==> src/hdl/rbec_pkg.sv <==
// ----------------------------------------------------------------------------
// rbec_pkg
// Shared types, constants and small helper functions for the BCD calendar /
// Unix seconds converter.
// ----------------------------------------------------------------------------
package rbec_pkg;

  // Command codes carried on the input tuser
  localparam logic CMD_TO_EPOCH = 1'b0;
  localparam logic CMD_TO_BCD   = 1'b1;

  // Time constants
  localparam logic [31:0] SECS_PER_DAY    = 32'd86400;
  localparam logic [31:0] SECS_PER_HOUR   = 32'd3600;
  localparam logic [31:0] SECS_PER_MIN    = 32'd60;
  localparam logic [31:0] EPOCH_2000      = 32'd946684800;
  // 2100-01-01 minus 2000-01-01, in seconds
  localparam logic [31:0] EPOCH_SPAN      = 32'd3155760000;
  localparam logic [31:0] DAYS_PER_4YEARS = 32'd1461;
  localparam logic [31:0] DAYS_PER_YEAR   = 32'd365;
  localparam logic [15:0] EPOCH_DAYS_2000 = 16'd10957;

  // One input item
  typedef struct packed {
    logic        command;
    logic [31:0] epoch;
    logic [7:0]  sec_bcd;
    logic [7:0]  min_bcd;
    logic [7:0]  hour_bcd;
    logic [7:0]  day_bcd;
    logic [7:0]  month_bcd;
    logic [7:0]  year_bcd;
  } rbec_req_t;

  // One result item
  typedef struct packed {
    logic [31:0] epoch;
    logic [7:0]  sec_bcd;
    logic [7:0]  min_bcd;
    logic [5:0]  hour_bcd;
    logic [5:0]  day_bcd;
    logic [4:0]  month_bcd;
    logic [7:0]  year_bcd;
    logic        range_error;
  } rbec_result_t;

  // Both nibbles are decimal digits
  function automatic logic bcd_ok(input logic [7:0] b);
    return (b[7:4] <= 4'd9) && (b[3:0] <= 4'd9);
  endfunction

  // Packed BCD (two valid digits) to binary
  function automatic logic [6:0] bcd2bin(input logic [7:0] b);
    return 7'(b[7:4]) * 7'd10 + 7'(b[3:0]);
  endfunction

  // Binary 0-99 to packed BCD; tens by reciprocal 205/2048
  function automatic logic [7:0] bin2bcd(input logic [6:0] v);
    logic [14:0] p;
    logic [3:0]  tens;
    logic [6:0]  ones;
    p    = 15'(v) * 15'd205;
    tens = p[14:11];
    ones = v - 7'(tens) * 7'd10;
    return {tens, ones[3:0]};
  endfunction

  // Days in the months before the given month (1-12)
  function automatic logic [8:0] cum_days(input logic [3:0] m);
    logic [8:0] d;
    unique case (m)
      4'd1:    d = 9'd0;
      4'd2:    d = 9'd31;
      4'd3:    d = 9'd59;
      4'd4:    d = 9'd90;
      4'd5:    d = 9'd120;
      4'd6:    d = 9'd151;
      4'd7:    d = 9'd181;
      4'd8:    d = 9'd212;
      4'd9:    d = 9'd243;
      4'd10:   d = 9'd273;
      4'd11:   d = 9'd304;
      4'd12:   d = 9'd334;
      default: d = 9'd0;
    endcase
    return d;
  endfunction

  // Length of a month (1-12) in a common year
  function automatic logic [4:0] month_len(input logic [3:0] m);
    logic [4:0] d;
    unique case (m)
      4'd2:                         d = 5'd28;
      4'd4, 4'd6, 4'd9, 4'd11:      d = 5'd30;
      4'd1, 4'd3, 4'd5, 4'd7, 4'd8,
      4'd10, 4'd12:                 d = 5'd31;
      default:                      d = 5'd0;
    endcase
    return d;
  endfunction

endpackage

==> src/hdl/rbec_alu.sv <==
// ----------------------------------------------------------------------------
// rbec_alu
// Shared 32-bit add / subtract unit with a greater-or-equal flag taken from
// the carry out of the subtraction.
// ----------------------------------------------------------------------------
module rbec_alu (
  input  logic [31:0] a,
  input  logic [31:0] b,
  input  logic        sub,
  output logic [31:0] result,
  output logic        ge
);

  logic [32:0] sum;

  // a + b, or a + ~b + 1 for subtraction
  assign sum    = {1'b0, a} + {1'b0, (sub ? ~b : b)} + 33'(sub);
  assign result = sum[31:0];
  assign ge     = sum[32];

endmodule

==> src/hdl/rbec_core.sv <==
// ----------------------------------------------------------------------------
// rbec_core
// Sequencer around the shared add/subtract unit. Calendar to seconds runs a
// shift-add multiply per field but seconds; seconds to calendar runs restoring
// division for day / hour / minute, then walks four-year blocks, years, months.
// ----------------------------------------------------------------------------
module rbec_core
  import rbec_pkg::*;
(
  input  logic         clk,
  input  logic         rst,
  input  logic         start,
  input  rbec_req_t    req,
  output logic         ready,
  output logic         res_valid,
  input  logic         res_ready,
  output rbec_result_t res
);

  typedef enum logic [3:0] {
    ST_IDLE,
    ST_E_DAY,
    ST_E_HOUR,
    ST_E_MIN,
    ST_E_SEC,
    ST_D_OFF,
    ST_D_RNG,
    ST_D_DAY,
    ST_D_HOUR,
    ST_D_MIN,
    ST_D_Y4,
    ST_D_Y1,
    ST_D_MON,
    ST_DONE
  } state_t;

  localparam logic [15:0] DAYS_BASE = EPOCH_DAYS_2000 - 16'd1;

  state_t      state;
  logic [31:0] acc;
  logic [15:0] num;
  logic [3:0]  k;
  logic [6:0]  hour_v;
  logic [6:0]  min_v;
  logic [6:0]  sec_v;
  logic [6:0]  year_v;
  logic [3:0]  month_v;
  logic        cmd;
  logic        err;

  // ALU hookup
  logic [31:0] opnd;
  logic        sub;
  logic [31:0] alu_res;
  logic        alu_ge;

  rbec_alu u_alu (
    .a      (acc),
    .b      (opnd),
    .sub    (sub),
    .result (alu_res),
    .ge     (alu_ge)
  );

  // Calendar input decode
  logic [6:0]  sec_b, min_b, hour_b, day_b, mon_b, yr_b;
  logic        bcd_bad, mon_bad, leap_adj;
  logic [15:0] days_enc;

  always_comb begin
    sec_b    = bcd2bin(req.sec_bcd);
    min_b    = bcd2bin(req.min_bcd);
    hour_b   = bcd2bin(req.hour_bcd);
    day_b    = bcd2bin(req.day_bcd);
    mon_b    = bcd2bin(req.month_bcd);
    yr_b     = bcd2bin(req.year_bcd);
    bcd_bad  = !(bcd_ok(req.sec_bcd) && bcd_ok(req.min_bcd) && bcd_ok(req.hour_bcd) &&
                 bcd_ok(req.day_bcd) && bcd_ok(req.month_bcd) && bcd_ok(req.year_bcd));
    mon_bad  = (mon_b < 7'd1) || (mon_b > 7'd12);
    leap_adj = (mon_b > 7'd2) && (yr_b[1:0] == 2'b00);
    days_enc = 16'(day_b) + 16'(cum_days(mon_b[3:0])) + 16'(leap_adj)
             + 16'(yr_b) * 16'd365 + 16'((8'(yr_b) + 8'd3) >> 2) + DAYS_BASE;
  end

  // Operand select for the shared unit
  logic       leap;
  logic [4:0] mlen;

  always_comb begin
    leap = (year_v[1:0] == 2'b00);
    mlen = month_len(month_v) + 5'((leap && (month_v == 4'd2)) ? 1 : 0);
    opnd = '0;
    sub  = 1'b0;
    unique case (state)
      ST_E_DAY:  opnd = num[k] ? (SECS_PER_DAY << k) : '0;
      ST_E_HOUR: opnd = hour_v[k[2:0]] ? (SECS_PER_HOUR << k[2:0]) : '0;
      ST_E_MIN:  opnd = min_v[k[2:0]] ? (SECS_PER_MIN << k[2:0]) : '0;
      ST_E_SEC:  opnd = 32'(sec_v);
      ST_D_OFF: begin
        opnd = EPOCH_2000;
        sub  = 1'b1;
      end
      ST_D_RNG: begin
        opnd = EPOCH_SPAN;
        sub  = 1'b1;
      end
      ST_D_DAY: begin
        opnd = SECS_PER_DAY << k;
        sub  = 1'b1;
      end
      ST_D_HOUR: begin
        opnd = SECS_PER_HOUR << k[2:0];
        sub  = 1'b1;
      end
      ST_D_MIN: begin
        opnd = SECS_PER_MIN << k[2:0];
        sub  = 1'b1;
      end
      ST_D_Y4: begin
        opnd = DAYS_PER_4YEARS;
        sub  = 1'b1;
      end
      ST_D_Y1: begin
        opnd = DAYS_PER_YEAR + 32'(leap);
        sub  = 1'b1;
      end
      ST_D_MON: begin
        opnd = 32'(mlen);
        sub  = 1'b1;
      end
      default: begin
        opnd = '0;
        sub  = 1'b0;
      end
    endcase
  end

  // Sequencer
  always_ff @(posedge clk) begin
    if (rst) begin
      state <= ST_IDLE;
    end else begin
      unique case (state)
        ST_IDLE: begin
          if (start) begin
            cmd <= req.command;
            if (req.command == CMD_TO_EPOCH) begin
              if (bcd_bad || mon_bad) begin
                err   <= 1'b1;
                state <= ST_DONE;
              end else begin
                err    <= 1'b0;
                acc    <= '0;
                num    <= days_enc;
                hour_v <= hour_b;
                min_v  <= min_b;
                sec_v  <= sec_b;
                k      <= 4'd15;
                state  <= ST_E_DAY;
              end
            end else begin
              err   <= 1'b0;
              acc   <= req.epoch;
              state <= ST_D_OFF;
            end
          end
        end
        // shift-add multiply of the day count
        ST_E_DAY: begin
          acc <= alu_res;
          if (k == 4'd0) begin
            k     <= 4'd6;
            state <= ST_E_HOUR;
          end else begin
            k <= k - 4'd1;
          end
        end
        ST_E_HOUR: begin
          acc <= alu_res;
          if (k == 4'd0) begin
            k     <= 4'd6;
            state <= ST_E_MIN;
          end else begin
            k <= k - 4'd1;
          end
        end
        ST_E_MIN: begin
          acc <= alu_res;
          if (k == 4'd0) begin
            state <= ST_E_SEC;
          end else begin
            k <= k - 4'd1;
          end
        end
        ST_E_SEC: begin
          acc   <= alu_res;
          state <= ST_DONE;
        end
        // lower bound and 2000 offset
        ST_D_OFF: begin
          if (!alu_ge) begin
            err   <= 1'b1;
            state <= ST_DONE;
          end else begin
            acc   <= alu_res;
            state <= ST_D_RNG;
          end
        end
        // upper bound, compare only
        ST_D_RNG: begin
          if (alu_ge) begin
            err   <= 1'b1;
            state <= ST_DONE;
          end else begin
            hour_v <= '0;
            min_v  <= '0;
            k      <= 4'd15;
            state  <= ST_D_DAY;
          end
        end
        // restoring division by 86400
        ST_D_DAY: begin
          num[k] <= alu_ge;
          if (alu_ge) begin
            acc <= alu_res;
          end
          if (k == 4'd0) begin
            k     <= 4'd4;
            state <= ST_D_HOUR;
          end else begin
            k <= k - 4'd1;
          end
        end
        ST_D_HOUR: begin
          hour_v[k[2:0]] <= alu_ge;
          if (alu_ge) begin
            acc <= alu_res;
          end
          if (k == 4'd0) begin
            k     <= 4'd5;
            state <= ST_D_MIN;
          end else begin
            k <= k - 4'd1;
          end
        end
        ST_D_MIN: begin
          min_v[k[2:0]] <= alu_ge;
          if (k == 4'd0) begin
            // remainder is the seconds; switch acc over to the day count
            sec_v  <= alu_ge ? alu_res[6:0] : acc[6:0];
            acc    <= {16'd0, num};
            year_v <= '0;
            state  <= ST_D_Y4;
          end else begin
            if (alu_ge) begin
              acc <= alu_res;
            end
            k <= k - 4'd1;
          end
        end
        // four-year blocks, each starting with a leap year
        ST_D_Y4: begin
          if (alu_ge) begin
            acc    <= alu_res;
            year_v <= year_v + 7'd4;
          end else begin
            state <= ST_D_Y1;
          end
        end
        ST_D_Y1: begin
          if (alu_ge) begin
            acc    <= alu_res;
            year_v <= year_v + 7'd1;
          end else begin
            month_v <= 4'd1;
            state   <= ST_D_MON;
          end
        end
        ST_D_MON: begin
          if (month_v == 4'd12) begin
            state <= ST_DONE;
          end else if (alu_ge) begin
            acc     <= alu_res;
            month_v <= month_v + 4'd1;
          end else begin
            state <= ST_DONE;
          end
        end
        ST_DONE: begin
          if (res_ready) begin
            state <= ST_IDLE;
          end
        end
        default: state <= ST_IDLE;
      endcase
    end
  end

  // Result assembly
  always_comb begin
    res = '0;
    if (err) begin
      res.range_error = 1'b1;
    end else if (cmd == CMD_TO_EPOCH) begin
      res.epoch = acc;
    end else begin
      res.sec_bcd   = bin2bcd(sec_v);
      res.min_bcd   = bin2bcd(min_v);
      res.hour_bcd  = 6'(bin2bcd(hour_v));
      res.day_bcd   = 6'(bin2bcd(7'(acc[4:0]) + 7'd1));
      res.month_bcd = 5'(bin2bcd(7'(month_v)));
      res.year_bcd  = bin2bcd(year_v);
    end
  end

  assign ready     = (state == ST_IDLE);
  assign res_valid = (state == ST_DONE);

endmodule

==> src/hdl/rtc_bcd_epoch_converter_top.sv <==
// ----------------------------------------------------------------------------
// rtc_bcd_epoch_converter_top
// BCD calendar (2000-2099) to Unix seconds and back, one shared adder.
// ----------------------------------------------------------------------------
// Calendar to seconds runs the day, hour and minute multiplies, then adds the
//   seconds; seconds to calendar takes longer for later years and months, and
//   rejected input returns once a check fails. One item at a time: the next
//   is taken after the result enters the output register; the shared unit
//   works one step per cycle. Synchronous reset clears control only.
module rtc_bcd_epoch_converter_top
  import rbec_pkg::*;
(
  input  logic        clk,
  input  logic        rst,
  input  logic        s_axis_tvalid,
  output logic        s_axis_tready,
  // [31:0] epoch_in, [39:32] sec_bcd_in, [47:40] min_bcd_in,
  // [55:48] hour_bcd_in, [63:56] day_bcd_in, [71:64] month_bcd_in,
  // [79:72] year_bcd_in
  input  logic [79:0] s_axis_tdata,
  // [0] command
  input  logic        s_axis_tuser,
  output logic        m_axis_tvalid,
  input  logic        m_axis_tready,
  // [31:0] epoch_out, [39:32] sec_bcd_out, [47:40] min_bcd_out,
  // [53:48] hour_bcd_out, [59:54] day_bcd_out, [64:60] month_bcd_out,
  // [72:65] year_bcd_out, [79:73] zero
  output logic [79:0] m_axis_tdata,
  // [0] range_error
  output logic        m_axis_tuser
);

  rbec_req_t    req;
  rbec_result_t res;
  logic         core_ready;
  logic         res_valid;
  logic         res_ready;

  // Unpack the input transfer
  always_comb begin
    req.command   = s_axis_tuser;
    req.epoch     = s_axis_tdata[31:0];
    req.sec_bcd   = s_axis_tdata[39:32];
    req.min_bcd   = s_axis_tdata[47:40];
    req.hour_bcd  = s_axis_tdata[55:48];
    req.day_bcd   = s_axis_tdata[63:56];
    req.month_bcd = s_axis_tdata[71:64];
    req.year_bcd  = s_axis_tdata[79:72];
  end

  assign s_axis_tready = core_ready;

  rbec_core u_core (
    .clk       (clk),
    .rst       (rst),
    .start     (s_axis_tvalid && core_ready),
    .req       (req),
    .ready     (core_ready),
    .res_valid (res_valid),
    .res_ready (res_ready),
    .res       (res)
  );

  // Output register
  assign res_ready = !m_axis_tvalid || m_axis_tready;

  always_ff @(posedge clk) begin
    if (rst) begin
      m_axis_tvalid <= 1'b0;
    end else begin
      if (res_valid && res_ready) begin
        m_axis_tvalid <= 1'b1;
        m_axis_tdata  <= {7'd0, res.year_bcd, res.month_bcd, res.day_bcd,
                          res.hour_bcd, res.min_bcd, res.sec_bcd, res.epoch};
        m_axis_tuser  <= res.range_error;
      end else if (m_axis_tready) begin
        m_axis_tvalid <= 1'b0;
      end
    end
  end

endmodule

==> config.mk <==
export PLATFORM = sky130hd
export DESIGN_NAME = rtc_bcd_epoch_converter_top
export DESIGN_NICKNAME = d
export VERILOG_FILES = /design/src/hdl/rbec_pkg.sv /design/src/hdl/rbec_alu.sv /design/src/hdl/rbec_core.sv /design/src/hdl/rtc_bcd_epoch_converter_top.sv
export SDC_FILE = /design/constraint.sdc
export NUM_CORES = 1
export LEC_CHECK = 0
export BUFFER_PORTS_ARGS = -buffer_cell sky130_fd_sc_hd__buf_2
export CAP_MARGIN = 5
export CELL_PAD_IN_SITES_DETAIL_PLACEMENT = 1
export CELL_PAD_IN_SITES_GLOBAL_PLACEMENT = 1
export CORE_ASPECT_RATIO = 0.9
export CORE_MARGIN = 5
export CORE_UTILIZATION = 45
export CTS_BUF_LIST = sky130_fd_sc_hd__clkbuf_4
export CTS_CLUSTER_DIAMETER = 80
export CTS_CLUSTER_SIZE = 16
export DETAILED_ROUTE_END_ITERATION = 8
export GPL_TIMING_DRIVEN = 0
export PLACE_DENSITY = 0.78
export REMOVE_ABC_BUFFERS = 1
export SYNTH_ARGS = -nofsm -noshare
export SYNTH_HDL_FRONTEND = slang
export SYNTH_SLANG_ARGS = --single-unit
==> constraint.sdc <==
create_clock -name clk -period 11.9 [get_ports clk]
set_clock_uncertainty 0.15 [all_clocks]
set_input_delay 1.19 -clock clk [delete_from_list [all_inputs] [get_ports clk]]
set_output_delay 1.19 -clock clk [all_outputs]
set_load 0.02 [all_outputs]
==> flow_summary.toml <==
[status]
status = "completed"

[final_layout]
drive_gt1_share_pct = 11.97
fin_area_mm2 = 0.02163
nets = 2755
fin_cells = 2850
area_growth_pct = 9.016

[global_routing]
gr-total-overflow = 0
grt_pass1_vias = 17790
antenna_found_initial = 2
grt_max_degree = 42
grt_pass1_wl_mm = 97.21
grtUsageTotal_pct = 25.03

[synth]
ys_async_sr_fraction_pct = 0
synth-edff-count = 160
synth_common_cells = "ha_1 (348), inv_1 (211), edfxtp_1 (160)"
yosys-top-cells-area = "edfxtp_1 (24%), ha_1 (22%), fa_1 (8.8%)"
synthCells = 2122
yosys_warnings = 0
synth-main-ff-cell = "edfxtp_1"
ys_ff_latch = 168
syn_area_mm2 = 0.01985
synth.top_cell.area_share_pct = 24.21
yosys.area.top_type = "edfxtp_1"
synth.avg_cell_area_um2 = 9.352
yosys.cell_count.top_type = "ha_1"
ys_seq_area_share_pct = 25.02
ys_types = 81

[cts]
post-cts-setup-buffers = 0
htree_levels = 4
clk_latency_ns = 0.69
clkTransAtPathRegs_ns = 0.17
cts_tree = "built"
cts_root_buf = "clkbuf_4"
cts_inserted_buffers = 17
cts_hold_buf = 0
cts_num_sinks = 168
cts_buffer_depth = 2
post_cts_resized = 0

[placed_design]
dpl_cell_area_mm2 = 0.02129
dp.cells = 2815
place_congestion = 0.9510
dp.final_hpwl_mm = 49.77
port_buffers = 160

[setup_path]
crit_arrival_ns = 8.82
end_kind = "register"
cp.required_ns = 12.17
slowest_stage = "xnor2_1"
critPathLaunchType = "primary input"
worst-path-max-fanout = 7
max_stage_delay_ns = 0.64
crit_type = "in -> reg"

[drt]
num_vias = 16710
totalWireLength_mm = 61.33
ant_nets = 0
drt_first_pass_iters = 7
vias_per_cell = 5.862
drt_iter0_drc = 1130
wl_per_cell_um = 21.52
drc = 0

[timing]
post-route-min-period_ns = 8.555
final.period_utilization_pct = 71.89
rsz0062_at_grt = "false"
fmax_ghz = 0.1169
tns_ns = 0
slew_viol_final = 0
worst_pin_slew_ns = 1.243
relSlewSlack_pct = 17.11
holdWs_ns = 0.4940
hold_viol = 0
setup_viol = 0

[floorplan]
dieArea_mm2 = 0.04841
start_util_pct = 45.17
row_count = 73
die_height_um = 209.2
ios = 168
fp.dieW_um = 231.4
core_mm2 = 0.04393

[flow_run]
cap_violations = 0

[hold_path]
hold_class = "reg -> reg"
==> routing by layer <==
layer  up-vias  wire length [um]  GRT usage (%)
met4         0              1378          7.152
met3        78              3251          3.654
met5         -                 0              0
met1      8329             27250          33.48
li1       7818                 -              -
met2       481             29440          42.38
==> stage by stage <==
| stage | setup slack [ns] | util (%) |
|---|---|---|
| floorplan | 3.637 | - |
| global placement | 0.6460 | 47.89 |
| detailed placement | 2.569 | 48.46 |
| CTS | 3.334 | 49.16 |
| global route | 2.774 | 49.24 |
| finish | 3.345 | 49.24 |
==> cell type report <==
class                      instances  area [um2]
clock inverter                    15       182.7
timing repair buffer             174        1010
sequential                       168        4966
multi-input combinational       1658       13780
fill                            5121       22300
tap                              600       750.7
clock buffer                      17       127.6
antenna                            2       5.005
inverter                         216       810.8
==> sequential cells by signal (all words and copies together), names as in the netlist, 4 cells and up, named ones only <==
register	cells
u_core.hour_v	7
u_core.k	4
u_core.month_v	4
u_core.min_v	7
m_axis_tdata	73
u_core.year_v	7
u_core.state	4
u_core.acc	32
u_core.num	16
u_core.sec_v	7
==> kinds of logic (layout without fill, tap and decap cells) <==
family          Yosys count  in the layout  synth area share [%]
compound gates          524            524                 17.04
xor+xnor                140            140                 6.179
fa+ha+maj               435            435                 30.72
buf+inv                 302            422                 6.002
flops                   168            168                 25.02
mux                      47             47                 3.001
other cells               1              9               0.01890
simple gates            505            505                 12.03
==> worst paths after layout <==
| path | to | depth (start not counted) | slack (ns) | from |
|---|---|---|---|---|
| setup / recovery | u_core.num[14] | 29 | 3.35 | s_axis_tdata[68] |
| hold / removal | m_axis_tdata[9] | 1 | 0.49 | u_core.acc[9] |
| setup reg to reg | u_core.acc[21] | 18 | 3.65 | u_core.k[2] |
| hold reg to reg | m_axis_tdata[9] | 1 | 0.49 | u_core.acc[9] |
==> worst max-delay path: cells and delay by family <==
kind / cells / cell delay [ns]
muxes: 1 / 0.45
AOI/OAI and AO/OA: 10 / 2.25
adders and majority gates: 9 / 3.52
xor gates and xnor gates: 3 / 1.04
buffers and inverters: 6 / 0.36
==> placed cells by master (no fill, tap or decap), types with 18 or more instances in the layout <==
cell / n
nand2_1: 143
a31oi_1: 22
o21ai_0: 140
nor2_1: 138
nand3_1: 38
xnor2_1: 90
a21oi_1: 146
xor2_1: 48
inv_1: 211
o22ai_1: 19
buf_2: 160
fa_1: 87
and2_1: 51
edfxtp_1: 160
a22oi_1: 18
a21o_1: 24
ha_1: 348
nor3_1: 30
mux2i_1: 28
nor2b_1: 22
Power is left out: the tool's default activity adds up to more than one toggle a clock period on the data nets, which glitch-free logic cannot reach.
